==> src/sv/hcc_pkg.sv <==
// Shared types, constants and index helpers for the HChaCha20 subkey derivation core.
package hcc_pkg;

  localparam int unsigned HCC_DOUBLE_ROUNDS = 10;
  localparam int unsigned HCC_STEPS_PER_DR  = 8;
  localparam int unsigned HCC_WORDS         = 16;

  typedef logic [31:0] word_t;
  typedef logic [HCC_WORDS-1:0][31:0] state_t;

  typedef struct packed {
    logic [63:0] subkey_q3;
    logic [63:0] subkey_q2;
    logic [63:0] subkey_q1;
    logic [63:0] subkey_q0;
  } subkey_t;

  // "expand 32-byte k", word 0 in the low slot
  localparam logic [3:0][31:0] HCC_SIGMA = {
    32'h6b206574, 32'h79622d32, 32'h3320646e, 32'h61707865
  };

  // Rotation applied by each of the four steps of a quarter-round
  function automatic int unsigned hcc_rot(input int unsigned step);
    int unsigned amt;
    case (step)
      0:       amt = 16;
      1:       amt = 12;
      2:       amt = 8;
      default: amt = 7;
    endcase
    return amt;
  endfunction

  // Word index of row 'row' (a=0, b=1, c=2, d=3) for quarter-round 'q';
  // the diagonal pass shifts row r by r columns.
  function automatic logic [3:0] hcc_idx(input logic diag, input int unsigned q,
                                         input int unsigned row);
    int unsigned col;
    col = (q + (diag ? row : 0)) % 4;
    return 4'(row * 4 + col);
  endfunction

endpackage

==> src/sv/hcc_out_buf.sv <==
// Two-entry output register with skid slot; ready comes from flops only.
module hcc_out_buf import hcc_pkg::*; (
  input  logic    clk_i,
  input  logic    rst_ni,
  input  logic    valid_i,
  input  subkey_t data_i,
  output logic    ready_o,
  output logic    valid_o,
  input  logic    ready_i,
  output subkey_t data_o
);

  logic    head_v_q, skid_v_q;
  subkey_t head_q, skid_q;
  logic    push, pop;

  assign ready_o = ~skid_v_q;
  assign push    = valid_i & ready_o;
  assign pop     = head_v_q & ready_i;

  always_ff @(posedge clk_i or negedge rst_ni) begin
    if (!rst_ni) begin
      head_v_q <= 1'b0;
      skid_v_q <= 1'b0;
    end else if (pop) begin
      if (skid_v_q) begin
        skid_v_q <= 1'b0;
      end else begin
        head_v_q <= push;
      end
    end else if (push) begin
      if (head_v_q) begin
        skid_v_q <= 1'b1;
      end else begin
        head_v_q <= 1'b1;
      end
    end
  end

  always_ff @(posedge clk_i) begin
    if (pop) begin
      if (skid_v_q) begin
        head_q <= skid_q;
      end else if (push) begin
        head_q <= data_i;
      end
    end else if (push) begin
      if (head_v_q) begin
        skid_q <= data_i;
      end else begin
        head_q <= data_i;
      end
    end
  end

  assign valid_o = head_v_q;
  assign data_o  = head_q;

endmodule

==> config.mk <==
export PLATFORM = sky130hd
export DESIGN_NAME = hcc_out_buf
export DESIGN_NICKNAME = d
export VERILOG_FILES = /design/src/sv/hcc_pkg.sv /design/src/sv/hcc_out_buf.sv
export SDC_FILE = /design/constraint.sdc
export NUM_CORES = 1
export LEC_CHECK = 0
export BUFFER_PORTS_ARGS = -buffer_cell sky130_fd_sc_hd__buf_2
export CAP_MARGIN = 20
export CORE_ASPECT_RATIO = 1.75
export CORE_MARGIN = 8
export CORE_UTILIZATION = 52
export DETAILED_ROUTE_END_ITERATION = 8
export PLACE_DENSITY_LB_ADDON = 0.15
export SLEW_MARGIN = 20
export SYNTH_ARGS = -nofsm -noshare
export SYNTH_HDL_FRONTEND = slang
export SYNTH_SLANG_ARGS = --single-unit
==> constraint.sdc <==
create_clock -name clk_i -period 31.2 [get_ports clk_i]
set_clock_uncertainty 0.2 [all_clocks]
set_input_delay 4.68 -clock clk_i [delete_from_list [all_inputs] [get_ports clk_i]]
set_output_delay 4.68 -clock clk_i [all_outputs]
set_load 0.01 [all_outputs]
==> impl_metrics.env <==
export IMPL_vdd_drop_max_uv=83.3
export IMPL_drt_antenna_violating_nets=0
export IMPL_clk_insertion_delay_late_ns=0.55
export IMPL_fill_cells=2597
export IMPL_synthesis_area_um2=18800
export IMPL_final_max_slew_violation_count=0
export IMPL_critPathKind="primary input to flop"
export IMPL_cts_clk_slew_worst_paths_ns=0.06
export IMPL_slew_headroom=0.158
export IMPL_vias_per_cell=5.15
export IMPL_synth_seq_cells=514
export IMPL_aggregate_negative_setup_slack_ns=0
export IMPL_timing_max_cap_violations=0
export IMPL_dr_total_vias=9601
export IMPL_ys_types=17
export IMPL_buffer_ports_inserted=517
export IMPL_setup_worst_path_start_class="primary input"
export IMPL_cp_slowest_cell="sky130_fd_sc_hd__buf_4"
export IMPL_drt_total_wl_um=44400
export IMPL_finalWorstPathRequiredPeriod_ns=7.34
export IMPL_finalPower_mw=2.00
export IMPL_timing_critical_path_cells="buf_2 -> and2_1 -> o22a_4 -> buf_4 -> buf_4"
export IMPL_clk_root_buffer_cell="sky130_fd_sc_hd__clkbuf_16"
export IMPL_path_max_fanout=78
export IMPL_area_growth_pct=23.5
export IMPL_clock_tree_htree_level_count=2
export IMPL_synthCells=808
export IMPL_synth_area_leader_cell="sky130_fd_sc_hd__edfxtp_1"
export IMPL_grt_antenna_before_repair=15
export IMPL_wire_length_of_the_first_global_routing_pass_um=64500
export IMPL_first_pass_iters=4
export IMPL_cpMostUsedCell="sky130_fd_sc_hd__buf_4"
export IMPL_synth_seq_area_share=0.819
export IMPL_timing_worst_slew_pin_value_ns=1.26
export IMPL_die_area_um2=42800
export IMPL_p_leak_nw=8.85
export IMPL_drtIter0Drc=541
export IMPL_overflow=0
export IMPL_layout_cells_excl_fill=1865
export IMPL_design_core_area_um2=35900
export IMPL_rsz_0062_raised_after_global_routing="no"
export IMPL_ys_warnings_count=0
export IMPL_number_of_cell_rows=92
export IMPL_cp_end_kind="flop"
export IMPL_cts_buf_count=46
export IMPL_grt_start_max_net_pins=184
export IMPL_count_of_cells_resized_by_post_cts_repair=0
export IMPL_grt_util_all_layers=0.200
export IMPL_power_per_cell_area_nw_per_um2=86.1
export IMPL_most_common_layout_cells="sky130_fd_sc_hd__buf_2 (517), sky130_fd_sc_hd__edfxtp_1 (512), sky130_fd_sc_hd__mux2_1 (200), sky130_fd_sc_hd__clkbuf_16 (49), sky130_fd_sc_hd__mux2_4 (40)"
export IMPL_worstPathArrival_ns=7.31
export IMPL_report_final_setup_viol=0
export IMPL_share_of_post_route_cells_with_drive_strength_above_1=0.462
export IMPL_vias_in_the_first_global_route=10372
export IMPL_leading_cell_type_in_the_layout_fill_and_taps_excluded="sky130_fd_sc_hd__buf_2"
export IMPL_synth_nets=1068
export IMPL_cp_data_required_time_ns=31.16
export IMPL_holdBufCountCts=0
export IMPL_layout_nets=1612
export IMPL_max_freq_mhz=136
export IMPL_timing_final_hold_violations=0
export IMPL_reg2reg_setup_slack_ns=27.61
export IMPL_die_height_um=268
export IMPL_timing_final_crit_share=0.235
export IMPL_die_x_um=160
export IMPL_route_detailed_wl_per_inst_um=23.8
export IMPL_run_status="finished clean"
export IMPL_hpwlAfterDp_um=31100
export IMPL_synth_avg_cell_area_um2=23.3
export IMPL_initial_core_util=0.524
export IMPL_cts_tree="yes"
export IMPL_max_clock_path_buffers=3
export IMPL_finalHoldWorstSlack_ns=0.320
export IMPL_floorplan_io_pins=518
export IMPL_globalplace_congestion=0.784
export IMPL_hold_path_class="flop to flop"
export IMPL_remaining_drc_errors=0
export IMPL_max_stage_delay_ns=0.92
export IMPL_place_inst=1774
export IMPL_clk_sinks=514
export IMPL_cts_repair_timing_setup_buffer_count=0
export IMPL_synthDominantCellAreaShare=0.817
export IMPL_synth_area_leaders="sky130_fd_sc_hd__edfxtp_1 (82%), sky130_fd_sc_hd__mux2_1 (12%), sky130_fd_sc_hd__mux2_4 (3.2%)"
[area by class of cell]
type	instances	area, um^2	area share
sequential	514	15400	0.663
multi-input combinational	265	3130	0.134
timing repair buffer	524	2670	0.115
clock buffer	63	1280	0.0550
tap	470	588	0.0253
clock inverter	19	140	0.00603
antenna	9	22.5	0.000969
inverter	1	3.75	0.000161
[registers in the layout (all words and copies together), names as in the netlist]
signal and flops:
data_o 256, skid_q 256, skid_v_q 1, valid_o 1
[metal layers]
metal / wire, um / part of all wire / track usage
met2: 22300 / 0.50 / 0.338
met3: 4050 / 0.091 / 0.0750
met1: 15900 / 0.36 / 0.218
met4: 2110 / 0.047 / 0.104
met5: 62 / 0.0014 / 0
[stage by stage]
stage / area (um^2) / util / setup slack (ns)
after floorplan: 18800 / - / 0.542
after global placement: 21800 / 0.607 / 23.22
after detailed placement: 21800 / 0.607 / 23.22
after CTS: 23200 / 0.647 / 23.79
after global routing: 23200 / 0.647 / 23.61
final: 23200 / 0.647 / 23.86
[cell families (layout without fill, tap and decap cells)]
group | after synthesis | in the layout | synth area share
other cells | 0 | 9 | 0
compound gates | 3 | 3 | 0.00120
simple gates | 6 | 6 | 0.00213
flops | 514 | 514 | 0.819
mux | 256 | 256 | 0.161
buf+inv | 29 | 607 | 0.0164
[cell usage after synthesis]
| master | number |
|---|---|
| sky130_fd_sc_hd__inv_1 | 1 |
| sky130_fd_sc_hd__mux2_4 | 40 |
| sky130_fd_sc_hd__nand2b_1 | 1 |
| sky130_fd_sc_hd__mux2_2 | 16 |
| sky130_fd_sc_hd__edfxtp_1 | 512 |
| sky130_fd_sc_hd__dfrtp_1 | 2 |
| sky130_fd_sc_hd__buf_2 | 1 |
| sky130_fd_sc_hd__and2_1 | 1 |
| sky130_fd_sc_hd__buf_6 | 26 |
| sky130_fd_sc_hd__nand3_2 | 1 |
| sky130_fd_sc_hd__mux2_1 | 200 |
| sky130_fd_sc_hd__nor4bb_1 | 1 |
| sky130_fd_sc_hd__nor2_1 | 2 |
| sky130_fd_sc_hd__buf_4 | 1 |
| sky130_fd_sc_hd__a22o_1 | 1 |
| sky130_fd_sc_hd__a21oi_1 | 1 |
| sky130_fd_sc_hd__o22a_1 | 1 |
[path summary, 6_finish.rpt]
path | from | end | depth (start not counted)
max | ready_i | data_o[243]$_DFFE_PP_ | 5
min | skid_q[192]$_DFFE_PP_ | data_o[192]$_DFFE_PP_ | 1
max reg2reg | valid_o$_DFFE_PN0P_ | data_o[243]$_DFFE_PP_ | 4
min reg2reg | skid_q[192]$_DFFE_PP_ | data_o[192]$_DFFE_PP_ | 1
max in group asynchronous | rst_ni | skid_v_q$_DFFE_PN0P_ | 1
min in group asynchronous | rst_ni | valid_o$_DFFE_PN0P_ | 1
[where the power goes]
group	switching, mW	internal [mW]
logic	0.282	0.157
registers	0.0429	0.981
clock network	0.237	0.303
[critical path, delay by kind of cell]
| family | cells | cell delay (ns) |
|---|---|---|
| buf+inv | 3 | 1.83 |
| compound gates | 1 | 0.54 |
| simple gates | 1 | 0.18 |
(Power assumes the default switching activity.)
