==> src/sv/hcc_pkg.sv <==
// Shared types, constants and index helpers for the HChaCha20 subkey derivation core.
package hcc_pkg;

  localparam int unsigned HCC_DOUBLE_ROUNDS = 10;
  localparam int unsigned HCC_STEPS_PER_DR  = 8;
  localparam int unsigned HCC_WORDS         = 16;

  typedef logic [31:0] word_t;
  typedef logic [HCC_WORDS-1:0][31:0] state_t;

  typedef struct packed {
    logic [63:0] subkey_q3;
    logic [63:0] subkey_q2;
    logic [63:0] subkey_q1;
    logic [63:0] subkey_q0;
  } subkey_t;

  // "expand 32-byte k", word 0 in the low slot
  localparam logic [3:0][31:0] HCC_SIGMA = {
    32'h6b206574, 32'h79622d32, 32'h3320646e, 32'h61707865
  };

  // Rotation applied by each of the four steps of a quarter-round
  function automatic int unsigned hcc_rot(input int unsigned step);
    int unsigned amt;
    case (step)
      0:       amt = 16;
      1:       amt = 12;
      2:       amt = 8;
      default: amt = 7;
    endcase
    return amt;
  endfunction

  // Word index of row 'row' (a=0, b=1, c=2, d=3) for quarter-round 'q';
  // the diagonal pass shifts row r by r columns.
  function automatic logic [3:0] hcc_idx(input logic diag, input int unsigned q,
                                         input int unsigned row);
    int unsigned col;
    col = (q + (diag ? row : 0)) % 4;
    return 4'(row * 4 + col);
  endfunction

endpackage

==> src/sv/hcc_round_cell.sv <==
// One quarter-round step across all four quarter-rounds: x += y; z = rotl(z ^ x).
module hcc_round_cell import hcc_pkg::*; #(
  parameter int unsigned STEP = 0,
  parameter bit          DIAG = 1'b0
) (
  input  logic   clk_i,
  input  logic   rst_ni,
  input  logic   en_i,
  input  logic   valid_i,
  input  state_t state_i,
  output logic   valid_o,
  output state_t state_o
);

  localparam int unsigned ROT   = hcc_rot(STEP);
  localparam int unsigned ROW_X = (STEP % 2 == 0) ? 0 : 2;
  localparam int unsigned ROW_Y = (STEP % 2 == 0) ? 1 : 3;
  localparam int unsigned ROW_Z = (STEP % 2 == 0) ? 3 : 1;

  logic   valid_q;
  state_t state_d, state_q;

  always_comb begin
    word_t      sum_w;
    word_t      mix_w;
    logic [3:0] xi, yi, zi;
    state_d = state_i;
    for (int unsigned q = 0; q < 4; q++) begin
      xi    = hcc_idx(DIAG, q, ROW_X);
      yi    = hcc_idx(DIAG, q, ROW_Y);
      zi    = hcc_idx(DIAG, q, ROW_Z);
      sum_w = state_i[xi] + state_i[yi];
      mix_w = state_i[zi] ^ sum_w;
      state_d[xi] = sum_w;
      state_d[zi] = (mix_w << ROT) | (mix_w >> (32 - ROT));
    end
  end

  always_ff @(posedge clk_i or negedge rst_ni) begin
    if (!rst_ni) begin
      valid_q <= 1'b0;
    end else if (en_i) begin
      valid_q <= valid_i;
    end
  end

  always_ff @(posedge clk_i) begin
    if (en_i) begin
      state_q <= state_d;
    end
  end

  assign valid_o = valid_q;
  assign state_o = state_q;

endmodule

==> config.mk <==
export PLATFORM = sky130hd
export DESIGN_NAME = hcc_round_cell
export DESIGN_NICKNAME = d
export VERILOG_FILES = /design/src/sv/hcc_pkg.sv /design/src/sv/hcc_round_cell.sv
export SDC_FILE = /design/constraint.sdc
export NUM_CORES = 1
export LEC_CHECK = 0
export BUFFER_PORTS_ARGS = -buffer_cell sky130_fd_sc_hd__buf_2
export CAP_MARGIN = 10
export CELL_PAD_IN_SITES_DETAIL_PLACEMENT = 1
export CELL_PAD_IN_SITES_GLOBAL_PLACEMENT = 1
export CORE_AREA = 3 3 401 403
export CTS_CLUSTER_DIAMETER = 50
export DETAILED_ROUTE_END_ITERATION = 10
export DIE_AREA = 0 0 404 406
export PLACE_DENSITY_LB_ADDON = 0.05
export SYNTH_ARGS = -nofsm -noshare
export SYNTH_HDL_FRONTEND = slang
export SYNTH_SLANG_ARGS = --single-unit
==> constraint.sdc <==
create_clock -name clk_i -period 0.8 [get_ports clk_i]
set_input_delay 0.16 -clock clk_i [delete_from_list [all_inputs] [get_ports clk_i]]
set_output_delay 0.16 -clock clk_i [all_outputs]
set_load 0.01 [all_outputs]
==> results.json, run 1 <==
{
  "run_status": "finished, violations left",
  "violations": "negative hold slack, negative setup slack",
  "grt_pass1_vias": 24450,
  "clock.fmax_ghz": 0.4874,
  "syn_area_um2": 23350,
  "drt-total-wl_um": 128200,
  "tightest_slew_ns": 0.5220,
  "synthCells": 1587,
  "fp.dieH_um": 406,
  "synthSimpleGateAreaFrac_pct": 4.909,
  "insertion_delay_ns": 0.67,
  "start_util_pct": 14.79,
  "drive_above_1_share_pct": 56.94,
  "yosysMostFrequentCell": "edfxtp_1",
  "irDropWorstVdd_uv": 1409,
  "ys_types": 74,
  "gr-usage-all-layers_pct": 14.97,
  "antenna_found_initial": 73,
  "drc_errors": 0,
  "seq_area_frac_synth_pct": 65.96,
  "hpwl_um": 105400,
  "syn2layout_area_growth_pct": 102.3,
  "design_area_um2": 47230,
  "cts_tree": "built",
  "gr-total-overflow": 0,
  "cap_viol_max_count": 0,
  "routed-via-count": 21910,
  "syn_avg_cell_area_um2": 14.71,
  "drtIter0Drc": 884,
  "layout.nets": 4311,
  "setup_ws_ns": -1.252,
  "synth_top_family_by_area": "compound AO/OA/AOI/OAI gates",
  "cts-htree-levels": 3,
  "async_flop_share_pct": 0.1949,
  "wl_per_cell_um": 21.93,
  "synth_fa_ha_area_share_pct": 6.989,
  "slew_viol_final": 0,
  "numCtsBuffers": 93,
  "cts.sinks": 513,
  "rsz0062_at_grt": "yes",
  "slew_headroom_pct": 65.08,
  "finalPower_mw": 105.3,
  "die_width_um": 404,
  "synth_top_flop_cell": "edfxtp_1",
  "grt_pass1_wl_um": 176400,
  "cp.arrival_ns": 2.46,
  "p_leak_nw": 19.87,
  "whs_ns": -0.3377,
  "synth_largest_area_cell": "edfxtp_1",
  "yosysWarningCount": 0,
  "path_clk_slew_ns": 0.05,
  "synth_edf_count": 512,
  "setup_violations": 822,
  "fin_cells": 5845,
  "min_period_ns": 2.052,
  "synth_nets": 2231,
  "p_per_area_nw_per_um2": 2230,
  "clk_path_buf_depth": 3,
  "core_area_um2": 157800,
  "synth-compound-area-share_pct": 11.44,
  "dieArea_um2": 164000,
  "worstPathMaxFanout": 4,
  "vias_per_cell": 3.749,
  "post_dp_cell_area_um2": 36080,
  "min_path_type": "in2reg",
  "fin_skew_ns": 0,
  "gp_congestion": 0.8456,
  "post-place-cells": 5187,
  "final_util_pct": 29.92,
  "worstPathRequired_ns": 1.21,
  "ioPinCount": 1029,
  "ys_seq_elements": 513,
  "period_share_pct": 256.5,
  "cts-root-buf": "clkbuf_16",
  "port_buffers": 1028,
  "rows": 146,
  "synth_commonest_cells": "edfxtp_1 (512), xor2_1 (158), ha_1 (124)",
  "critPathKind": "in2reg",
  "hold_viol": 10,
  "critPathLaunchType": "primary input",
  "worstSetupEndpointType": "flip-flop",
  "ant_nets": 0,
  "synth_top_area_share_pct": 65.86,
  "synthMuxAreaShare_pct": 0.04823,
  "first_pass_iters": 5,
  "synth_xor_area_share_pct": 9.808,
  "grt_max_degree": 34,
  "synth_area_leaders": "edfxtp_1 (66%), ha_1 (6.6%), xor2_1 (5.9%)"
}
==> placed cells by master (no fill, tap or decap), drive strengths merged, types with 16 or more instances in the layout <==
cell	instances
a211oi	17
nor2	64
o21bai	25
xnor2	82
buf	1616
clkinv	37
edfxtp	512
a31oi	24
inv	42
clkbuf	102
a21oi	124
dlygate4sd3	390
ha	124
nand2	78
o211ai	16
o21a	21
o21ai	71
xor2	158
nand3	29
a21o	55
diode	29
bufinv	16
==> layer usage <==
metal  wire length [um]  up-vias  share of wire [%]  GRT usage (%)
li1                   -    10300                  -              -
met1              50530    10650                 39          16.98
met2              63700      729                 50          25.78
met3              10540      194                8.2          5.797
met4               3123       40                2.4          4.785
met5                285        -               0.22              0
==> power breakdown <==
part           internal, mW  switching, mW  leakage (nW)
clock                  27.1           15.2          1.60
sequential             34.1           1.08          5.02
combinational          13.8           14.1          13.3
total                  74.9           30.4          19.9
==> cell type report <==
cell class,count,area (um^2)
multi-input combinational,1022,11060
clock inverter,70,927.1
antenna,29,72.57
sequential,513,15400
clock buffer,102,2404
timing repair buffer,2006,14660
fill,17360,110600
inverter,31,116.4
tap,2072,2592
==> cells by family after synthesis <==
family,Yosys count
buffers and inverters,52
adder cells (fa/ha/maj),128
AO/OA/AOI/OAI,400
XOR/XNOR,248
AND/OR/NAND/NOR,245
flip-flops,513
multiplexers,1
==> stage by stage <==
stage | setup TNS, ns | worst slack, ns
2_1_floorplan | -247.06 | -1.689
3_3_place_gp | -573.08 | -2.172
3_5_place_dp | -575.83 | -2.155
4_1_cts | -537.85 | -1.182
5_1_grt | -565.24 | -1.302
6_report | -516.08 | -1.252
==> worst paths after layout <==
kind	slack [ns]	from	cells after the start	to
min reg2reg	0.51	valid_o	1	valid_o
max	-1.25	state_i[160]	12	state_o[424]
max in group asynchronous	0.33	rst_ni	3	valid_o
min	-0.34	state_i[224]	1	state_o[224]
max reg2reg	0.06	valid_o	1	valid_o
min in group asynchronous	0.37	rst_ni	3	valid_o
==> flip-flops by register name, indices dropped and copies added (netlist names) <==
signal	count
valid_o	1
state_o	512
==> critical path, cell delays in order <==
cell and delay [ns]:
buf_8 0.11, ha_4 0.17, fa_2 0.34, a211o_1 0.29
a211o_1 0.31, a31oi_4 0.19, a211oi_4 0.13, a21oi_2 0.22
buf_12 0.15, o21ai_4 0.06, xor2_2 0.18, xor2_1 0.15
==> timing repair <==
item | in CTS | in global routing
hold buffers | 385 | 5
pin swaps | 167 | 167
setup endpoints to repair | 741 | 821
buffers inserted | 71 | 55
resized for setup | 496 | 143
hold endpoints to repair | 411 | 19
Note: power is estimated with default switching activity, not from simulation.
==> run 2, diff against run 1 <==
- ABC_AREA: default -> 1
- ABC_CLOCK_PERIOD_IN_PS: default -> 800
- CORE_AREA: 3 3 401 403 -> 3 3 402 404
- DIE_AREA: 0 0 404 406 -> 0 0 405 407
- SETUP_SLACK_MARGIN: default -> 0.05
==> results.json, run 2 <==
{
  "synth_edf_count": 512,
  "post_dp_cell_area_um2": 40470,
  "die_width_um": 405,
  "layout.nets": 5541,
  "cts.sinks": 513,
  "final_cell_mix": "buf_2 (855), nand2_1 (566), edfxtp_1 (512), inv_1 (448), dlygate4sd3_1 (391)",
  "synth_nets": 3582,
  "path_clk_slew_ns": 0.05,
  "slew_viol_final": 0,
  "tightest_slew_ns": 0.4989,
  "ant_nets": 0,
  "period_share_pct": 195.6,
  "core_area_um2": 158200,
  "gr-total-overflow": 0,
  "setup_ws_ns": -0.7648,
  "p_leak_nw": 25.12,
  "ioPinCount": 1029,
  "vias_per_cell": 3.881,
  "wl_per_cell_um": 20.16,
  "gr-usage-all-layers_pct": 16.64,
  "seq_area_frac_synth_pct": 56.57,
  "insertion_delay_ns": 0.67,
  "synth_area_leaders": "edfxtp_1 (56%), nand2_1 (15%), inv_1 (7.3%)",
  "violations": "negative hold slack, negative setup slack",
  "clock.fmax_ghz": 0.6391,
  "gp_congestion": 0.7589,
  "worstSetupEndpointType": "primary output",
  "synth_top_family_by_area": "simple AND/OR/NAND/NOR gates",
  "drt-total-wl_um": 142200,
  "hold_viol": 7,
  "first_pass_iters": 5,
  "synthCells": 2938,
  "crit_buf_inv": 1,
  "rows": 146,
  "syn2layout_area_growth_pct": 99.03,
  "irDropWorstVdd_uv": 1676,
  "top_layer": "met5",
  "yosysMostFrequentCell": "nand2_1",
  "grt_pass1_vias": 29560,
  "critPathKind": "reg2out",
  "numCtsBuffers": 89,
  "syn_area_um2": 27220,
  "largest_register_ffs": 512,
  "synth_top_area_share_pct": 56.48,
  "slowest_delay_ns": 0.53,
  "met1Wirelength_um": 56120,
  "setup_violations": 760,
  "antenna_found_initial": 48,
  "synth_fa_ha_area_share_pct": 5.994,
  "port_buffers": 1028,
  "clk_path_buf_depth": 3,
  "synthSimpleGateAreaFrac_pct": 23.40,
  "finalPower_mw": 104.4,
  "hpwl_um": 119000,
  "drc_errors": 0,
  "synth_commonest_cells": "nand2_1 (1,118), inv_1 (529), edfxtp_1 (512)",
  "critPathLaunchType": "flip-flop",
  "async_flop_share_pct": 0.1949,
  "design_area_um2": 54180,
  "cap_viol_max_count": 0,
  "ys_types": 26,
  "slew_headroom_pct": 66.63,
  "cp.arrival_ns": 1.40,
  "wl_met2_um": 75250,
  "yosysWarningCount": 0,
  "grt_pass1_wl_um": 200200,
  "dieArea_um2": 164800,
  "crit_family": "flip-flops",
  "synthMuxAreaShare_pct": 0.04137,
  "routed-via-count": 27370,
  "run_status": "finished, violations left",
  "synth_top_flop_cell": "edfxtp_1",
  "grt_max_degree": 32,
  "cts_tree": "built",
  "ys_seq_elements": 513,
  "min_period_ns": 1.565,
  "fin_skew_ns": 0,
  "drive_above_1_share_pct": 56.09,
  "worstPathCellList": "buf_6",
  "synth_xor_area_share_pct": 5.047,
  "rsz0062_at_grt": "yes",
  "routed-wl-met3_um": 8409,
  "slowest_stage": "edfxtp_1",
  "min_path_type": "in2reg",
  "worstPathMaxFanout": 1,
  "cts-htree-levels": 3,
  "synth_largest_area_cell": "edfxtp_1",
  "fp.dieH_um": 407,
  "synth-compound-area-share_pct": 1.636,
  "worstPathRequired_ns": 0.64,
  "cts-root-buf": "clkbuf_16",
  "start_util_pct": 17.21,
  "whs_ns": -0.2743,
  "syn_avg_cell_area_um2": 9.265,
  "drtIter0Drc": 753,
  "layout_commonest_cell": "buf_2",
  "p_per_area_nw_per_um2": 1928
}
==> run 2: changes by cell type after synthesis, moves of 20 or more <==
cell | before | now
nand3b_1 | 1 | 24
xnor2_1 | 81 | 18
o21ai_0 | 45 | 0
a31oi_1 | 20 | 0
nand3_1 | 29 | 216
o21a_1 | 21 | 0
nor2_1 | 64 | 150
a21o_1 | 55 | 4
nand2_1 | 78 | 1118
inv_1 | 30 | 529
o21ai_1 | 25 | 0
a21oi_1 | 119 | 74
xor2_1 | 158 | 93
==> run 2: kinds of logic after synthesis <==
group	count (synthesis)
and+or+nand+nor	1550
adders and majority gates	128
buffers and inverters	530
xor gates and xnor gates	132
DFF	513
muxes	1
AOI/OAI and AO/OA	84
==> run 2: layer usage <==
metal  vias to the layer above  global-route usage, %
met3                       178                  4.460
met5                         -                      0
met2                       701                  31.27
met1                     13080                  18.91
li1                      13390                      -
met4                        26                  2.834
==> run 2: final timing paths <==
path | from | to | slack [ns] | cells after the start
max in group asynchronous | rst_ni | valid_o | 0.23 | 3
min reg2reg | valid_o | valid_o | 0.50 | 1
max | state_o[404] | state_o[404] | -0.76 | 1
max reg2reg | valid_o | valid_o | 0.07 | 1
min in group asynchronous | rst_ni | valid_o | 0.46 | 3
min | state_i[161] | state_o[161] | -0.27 | 1
==> run 2: final cells by class <==
cell class	instances	area [um^2]
Antenna cell	13	32.53
Clock buffer	102	2276
Clock inverter	61	621.8
Fill cell	17670	104000
Inverter	530	2036
Multi-Input combinational cell	1895	17210
Sequential cell	513	15400
Tap cell	2072	2592
Timing Repair Buffer	1868	14010
==> run 2: metrics by stage <==
stage | setup WS, ns | std cells | hold WS, ns | setup TNS, ns | utilization (%)
final | -0.7648 | 7054 | -0.2743 | -367.73 | 34.25
after detailed placement | -1.388 | 6410 | -0.05764 | -409.05 | 25.58
after global routing | -0.8697 | 7044 | -0.3363 | -416.75 | 34.23
after floorplan | -0.8747 | 2938 | -0.1356 | -149.51 | -
after CTS | -0.8745 | 7001 | -0.4233 | -393.44 | 32.38
after global placement | -1.377 | 6410 | -0.05823 | -408.77 | 25.58
==> run 2: timing repair <==
item / in CTS / in global routing
setup buffers: 50 / 44
pin swaps: 360 / 349
resized for setup: 942 / 612
cloned: 0 / 0
endpoints found under the setup margin: 745 / 761
hold buffers: 385 / 6
hold endpoints to repair: 454 / 42
==> run 2: power by group <==
group | total (mW) | switching, mW | internal [mW]
logic | 32.2 | 17.5 | 14.7
clock network | 37.5 | 14.6 | 22.9
registers | 34.7 | 1.02 | 33.7
